$ cat src/rtl/takf_pkg.sv
// Shared types, constants and the saturating helper function for the tilt angle filter
`default_nettype none
package takf_pkg;

   localparam int NumAxesDefault = 2;
   localparam int CfgWidth       = 24;
   localparam int CfgIdxWidth    = 2;
   localparam int StateWidth     = 32;
   localparam int AccWidth       = 25;
   localparam int DtWidth        = 24;
   localparam int ProdWidth      = 64;

   localparam logic [CfgIdxWidth-1:0] REG_Q_ANGLE = 2'd0;
   localparam logic [CfgIdxWidth-1:0] REG_Q_GYRO  = 2'd1;
   localparam logic [CfgIdxWidth-1:0] REG_R_ANGLE = 2'd2;

   // Multiplier operand select codes
   localparam logic [3:0] MUL_DT_RATE  = 4'd0;
   localparam logic [3:0] MUL_DT_QA    = 4'd1;
   localparam logic [3:0] MUL_DT_C01   = 4'd2;
   localparam logic [3:0] MUL_DT_C11   = 4'd3;
   localparam logic [3:0] MUL_DT_QG    = 4'd4;
   localparam logic [3:0] MUL_K0_Y     = 4'd5;
   localparam logic [3:0] MUL_K1_Y     = 4'd6;
   localparam logic [3:0] MUL_K0_P00   = 4'd7;
   localparam logic [3:0] MUL_K0_P01   = 4'd8;
   localparam logic [3:0] MUL_K1_P00   = 4'd9;
   localparam logic [3:0] MUL_K1_P01   = 4'd10;

   // Commands from controller to datapath
   typedef struct packed {
      logic       load;      // capture request and state
      logic       mul_go;    // register product for selected operands
      logic [3:0] mul_sel;
      logic       apply;     // apply registered product to its target
      logic       pred_p00;  // form S and innovation y
      logic       div_start; // start gain division
      logic       div_sel;   // 0 = K0, 1 = K1
      logic       k0_load;   // capture finished quotient as K0
      logic       k1_load;   // capture finished quotient as K1
      logic       store;     // write back state and result
   } takf_cmd_type;

   typedef struct packed {
      logic div_busy;
   } takf_sts_type;

   function automatic logic signed [StateWidth-1:0] sat32(
      input logic signed [ProdWidth+1:0] v);
      logic signed [ProdWidth+1:0] hi;
      logic signed [ProdWidth+1:0] lo;
      hi = (ProdWidth+2)'(64'sh7fffffff);
      lo = -(ProdWidth+2)'(64'sh80000000);
      if (v > hi) return 32'sh7fffffff;
      else if (v < lo) return 32'sh80000000;
      else return v[StateWidth-1:0];
   endfunction

endpackage
`default_nettype wire

$ cat src/rtl/takf_ctrl.sv
// Controller: sequences predict, gain division and update
`default_nettype none
module takf_ctrl (
   input  wire logic                   clock,
   input  wire logic                   reset,
   input  wire logic                   req_valid,
   output logic                        req_ready,
   output logic                        rsp_valid,
   input  wire logic                   rsp_ready,
   output takf_pkg::takf_cmd_type      cmd,
   input  wire takf_pkg::takf_sts_type sts
);
   import takf_pkg::*;

   localparam logic [3:0] ST_IDLE  = 4'd0;
   localparam logic [3:0] ST_MUL   = 4'd1;
   localparam logic [3:0] ST_APPLY = 4'd2;
   localparam logic [3:0] ST_SPRE  = 4'd3;
   localparam logic [3:0] ST_DIV0  = 4'd4;
   localparam logic [3:0] ST_WAIT0 = 4'd5;
   localparam logic [3:0] ST_K0    = 4'd6;
   localparam logic [3:0] ST_DIV1  = 4'd7;
   localparam logic [3:0] ST_WAIT1 = 4'd8;
   localparam logic [3:0] ST_K1    = 4'd9;
   localparam logic [3:0] ST_STORE = 4'd10;
   localparam logic [3:0] ST_DONE  = 4'd11;

   logic [3:0] state_ff, state_in;
   logic [3:0] sel_ff, sel_in;
   logic       done_ff, done_in;

   always_comb begin
      state_in = state_ff;
      sel_in = sel_ff;
      done_in = done_ff;
      cmd = '0;
      cmd.mul_sel = sel_ff;
      req_ready = (state_ff == ST_IDLE);
      // drop the held response once it is taken
      if (done_ff && rsp_ready) done_in = 1'b0;
      case (state_ff)
         ST_IDLE: if (req_valid) begin
            cmd.load = 1'b1;
            sel_in = MUL_DT_RATE;
            state_in = ST_MUL;
         end
         ST_MUL: begin cmd.mul_go = 1'b1; state_in = ST_APPLY; end
         ST_APPLY: begin
            cmd.apply = 1'b1;
            case (sel_ff)
               MUL_DT_QG:  state_in = ST_SPRE;
               MUL_K1_P01: state_in = ST_STORE;
               default: begin sel_in = sel_ff + 4'd1; state_in = ST_MUL; end
            endcase
         end
         ST_SPRE: begin cmd.pred_p00 = 1'b1; state_in = ST_DIV0; end
         ST_DIV0: begin cmd.div_start = 1'b1; state_in = ST_WAIT0; end
         ST_WAIT0: if (!sts.div_busy) begin
            cmd.k0_load = 1'b1;
            state_in = ST_K0;
         end
         ST_K0: begin
            // start the K1 divide
            cmd.div_sel = 1'b1; cmd.div_start = 1'b1; state_in = ST_WAIT1;
         end
         ST_WAIT1: begin
            cmd.div_sel = 1'b1;
            if (!sts.div_busy) begin
               cmd.k1_load = 1'b1;
               sel_in = MUL_K1_Y;
               state_in = ST_K1;
            end
         end
         ST_K1: begin sel_in = MUL_K0_Y; state_in = ST_MUL; end
         // hold the store until the previous response is gone or leaves now
         ST_STORE: if (!done_ff || rsp_ready) begin
            cmd.store = 1'b1; done_in = 1'b1; state_in = ST_IDLE;
         end
         default: state_in = ST_IDLE;
      endcase
      rsp_valid = done_ff;
   end

   always_ff @(posedge clock) begin
      if (reset) begin
         state_ff <= ST_IDLE;
         sel_ff <= MUL_DT_QG;
         done_ff <= 1'b0;
      end else begin
         state_ff <= state_in;
         sel_ff <= sel_in;
         done_ff <= done_in;
      end
   end
endmodule
`default_nettype wire

$ cat config.mk
export PLATFORM = sky130hd
export DESIGN_NAME = takf_ctrl
export DESIGN_NICKNAME = d
export VERILOG_FILES = /design/src/rtl/takf_pkg.sv /design/src/rtl/takf_ctrl.sv
export SDC_FILE = /design/constraint.sdc
export NUM_CORES = 1
export LEC_CHECK = 0
export BUFFER_PORTS_ARGS = -buffer_cell sky130_fd_sc_hd__buf_2
export CAP_MARGIN = 20
export CORE_MARGIN = 2
export CORE_UTILIZATION = 30
export CTS_BUF_LIST = sky130_fd_sc_hd__clkbuf_8 sky130_fd_sc_hd__clkbuf_16
export CTS_CLUSTER_DIAMETER = 40
export DETAILED_ROUTE_END_ITERATION = 8
export SLEW_MARGIN = 20
export SYNTH_ARGS = -nofsm -noshare
export SYNTH_HDL_FRONTEND = slang
export SYNTH_SLANG_ARGS = --single-unit
$ cat constraint.sdc
create_clock -name clock -period 1.6 [get_ports clock]
set_input_delay 0.32 -clock clock [delete_from_list [all_inputs] [get_ports clock]]
set_output_delay 0.32 -clock clock [all_outputs]
set_load 0.1 [all_outputs]
==> run summary <==
Outcome - complete, but fails checks
Failing checks - setup timing
Combinational Power Share - 0.567
P&R area growth vs syn - 111%
# hold bufs at CTS - 0
Dpl cells - 152
Crit. End Element - output port
Vias in the first global route - 860
Clock Path Buffers - 2
Full die area - 2860 um2
Setup ws final - -0.153 ns
WL final - 2.76 mm
Initial core utilization - 0.323
P_int - 0.705 mW
Max-cap viol count - 0
Final HPWL DP - 1.64 mm
Pre-antenna DRT Iters - 4
Post-route cell area - 1550 um2
Max incr delay on CP - 0.32 ns
Mapped Cells - 95
I/O pin count - 20
Sequential share of power - 0.209
Pleak - 0.640 nW
Crit-path max FO - 4
RSZ-0062 raised after global routing - yes
Peak Freq - 570 MHz
Residual DRC - 0
Root Buffer - clkbuf_8
Setup WS pre-CTS - 0.0353 ns
I/O Buffers - 19
Synth Flop Type - dfxtp_1
Dpl cell area - 1210 um2
Warnings from Yosys - 0
EDFF count, synth - 0
Switching part of the total - 0.419
Initial drt markers - 12
HP Class - primary input to flip-flop
Routed Antenna Nets - 0
Crit path required time - 1.28 ns
GP Congestion - 0.889
Antenna violations before repair - 0
Core Area - 2280 um2
Crit path cell chain - buf_4, buf_6, nor2_4, nand2_2, a21oi_4, buf_12
Min Tclk post-route - 1.75 ns
Syn Nets - 103
Sequential area share after synthesis - 0.245
Pwr dens - 784 nW/um2
Largest net degree at the start of global routing - 12
CTS tree - built
Worst Skew - 0.00131 ns
Latest clock arrival within the worst-skew pair - 0.24 ns
Worst VDD drop - 0.000640 V
Pwr Total - 1.21 mW
Core Rows - 17
Worst Setup Path Type - flip-flop to output port
Share of layout cells above drive strength 1 - 0.642
Number of synthesized register bits - 9
Routed vias/inst - 5.28
Tightest Pin Transition - 0.491 ns
CTS Sinks - 9
Hold Slack - 0.385 ns
GR Overflow Total - 0
Unique cell type count in the Yosys netlist - 39
Clk slew on worst S/H paths - 0.05 ns
Post-route clock period utilization - 1.10
Setup violators final - 9
Die Width - 53.5 um
Crit-path slowest cell - dfxtp_2
First-pass GRT wire length - 4.12 mm
Nets - 157
Cts bufs inserted - 3
Critical path startpoint category - flip-flop
Fin cells - 176
Switching power - 0.508 mW
Hold Vio Cnt, Final - 0
Via count - 930
H-tree Lvls - 1
Die height - 53.5 um
Tot GR Track Use - 0.208
Clock power share - 0.224
Synth Area per Inst - 7.74 um2
Cell Area, Synth - 736 um2
Final Max Slew Viols - 0
Routed WL per cell - 15.7 um
Asr flop ratio synth - 0
Slew HR - 0.675
CP arrival - 1.43 ns
Final antenna diode count - 0
## stage by stage
step	utilization	TNS, ns
after global routing	0.681	-1.34
after floorplan	-	-1.21
final	0.681	-0.795
after global placement	0.534	0
after CTS	0.633	-0.809
after detailed placement	0.534	0
## worst paths after layout
kind	from	end	slack (ns)	depth (start not counted)
setup / recovery	state_ff[2]	cmd[3]	-0.15	6
hold / removal	reset	state_ff[3]	0.39	2
setup reg to reg	state_ff[0]	sel_ff[2]	0.02	7
hold reg to reg	sel_ff[0]	sel_ff[0]	0.53	2
## sequential cells by signal (all words and copies together), names as in the netlist
register and flops:
sel_ff 4, rsp_valid 1, state_ff 4
## cells in the mapped netlist (all sizes together), types with 2 or more instances
master  count  area share
nand3b      5       0.051
o21ai       4       0.032
buf         4       0.043
ha          3       0.051
nor2        9       0.056
inv         3       0.015
nand2b      4       0.034
a21o        2       0.020
dfxtp       9        0.24
nand2       6       0.034
nor3        5       0.034
a21oi      11       0.075
clkbuf      4       0.020
nor2b       4       0.034
or2         2       0.017
mux2i       2       0.027
nand3       2       0.014
## worst max-delay path: cells and delay by family (launching register included)
family | cells | cell delay, ns
AOI/OAI and AO/OA | 1 | 0.19
buffers and inverters | 3 | 0.48
DFF | 1 | 0.32
and+or+nand+nor | 2 | 0.20
## power by group through the flow
stage	Clock (mW)	Sequential, mW	Combinational [mW]
6_report	0.272	0.254	0.688
5_1_grt	0.295	0.255	0.715
4_1_cts	0.284	0.254	0.622
3_5_place_dp	0	0.261	0.546
3_3_place_gp	0	0.259	0.540
2_1_floorplan	0	0.291	0.338
## layer usage
| metal | share of wire | GRT usage | vias to the layer above |
|---|---|---|---|
| met5 | 0 | 0 | - |
| met4 | 0.037 | 0.141 | 0 |
| met3 | 0.051 | 0.0424 | 11 |
| met2 | 0.48 | 0.327 | 36 |
| met1 | 0.44 | 0.254 | 431 |
| li1 | - | - | 452 |
## cell usage in the layout, fill, tap and decap left out, types with 3 or more instances in the layout
cell,instances
a21oi_1,10
dfxtp_4,5
nor2_1,5
nor3_1,3
buf_4,23
buf_2,9
dfxtp_2,4
buf_6,13
nand2_1,3
clkbuf_8,3
nor2_4,4
nand3b_1,5
nand2b_1,3
buf_12,10
## logic make-up (layout without fill, tap and decap cells)
group	Yosys count	count (layout)	share of synthesized area
and+or+nand+nor	43	43	0.340
adders and majority gates	3	3	0.0510
AOI/OAI and AO/OA	27	27	0.259
buffers and inverters	11	64	0.0782
DFF	9	9	0.245
muxes	2	2	0.0272
## timing repair
item                                    4_1_cts  5_1_grt
gates resized for setup                      25       14
endpoints found under the setup margin        9       13
gates cloned                                  0        0
pin swaps                                    13       12
setup buffers                                13        9
## final cells by class
type	count	area (um2)
fill	165	727
sequential	9	204
inverter	3	15.0
clock inverter	1	3.75
tap	28	35.0
multi-input combinational	75	656
timing repair buffer	57	594
clock buffer	3	41.3
Note: power is estimated with default switching activity, not from simulation.
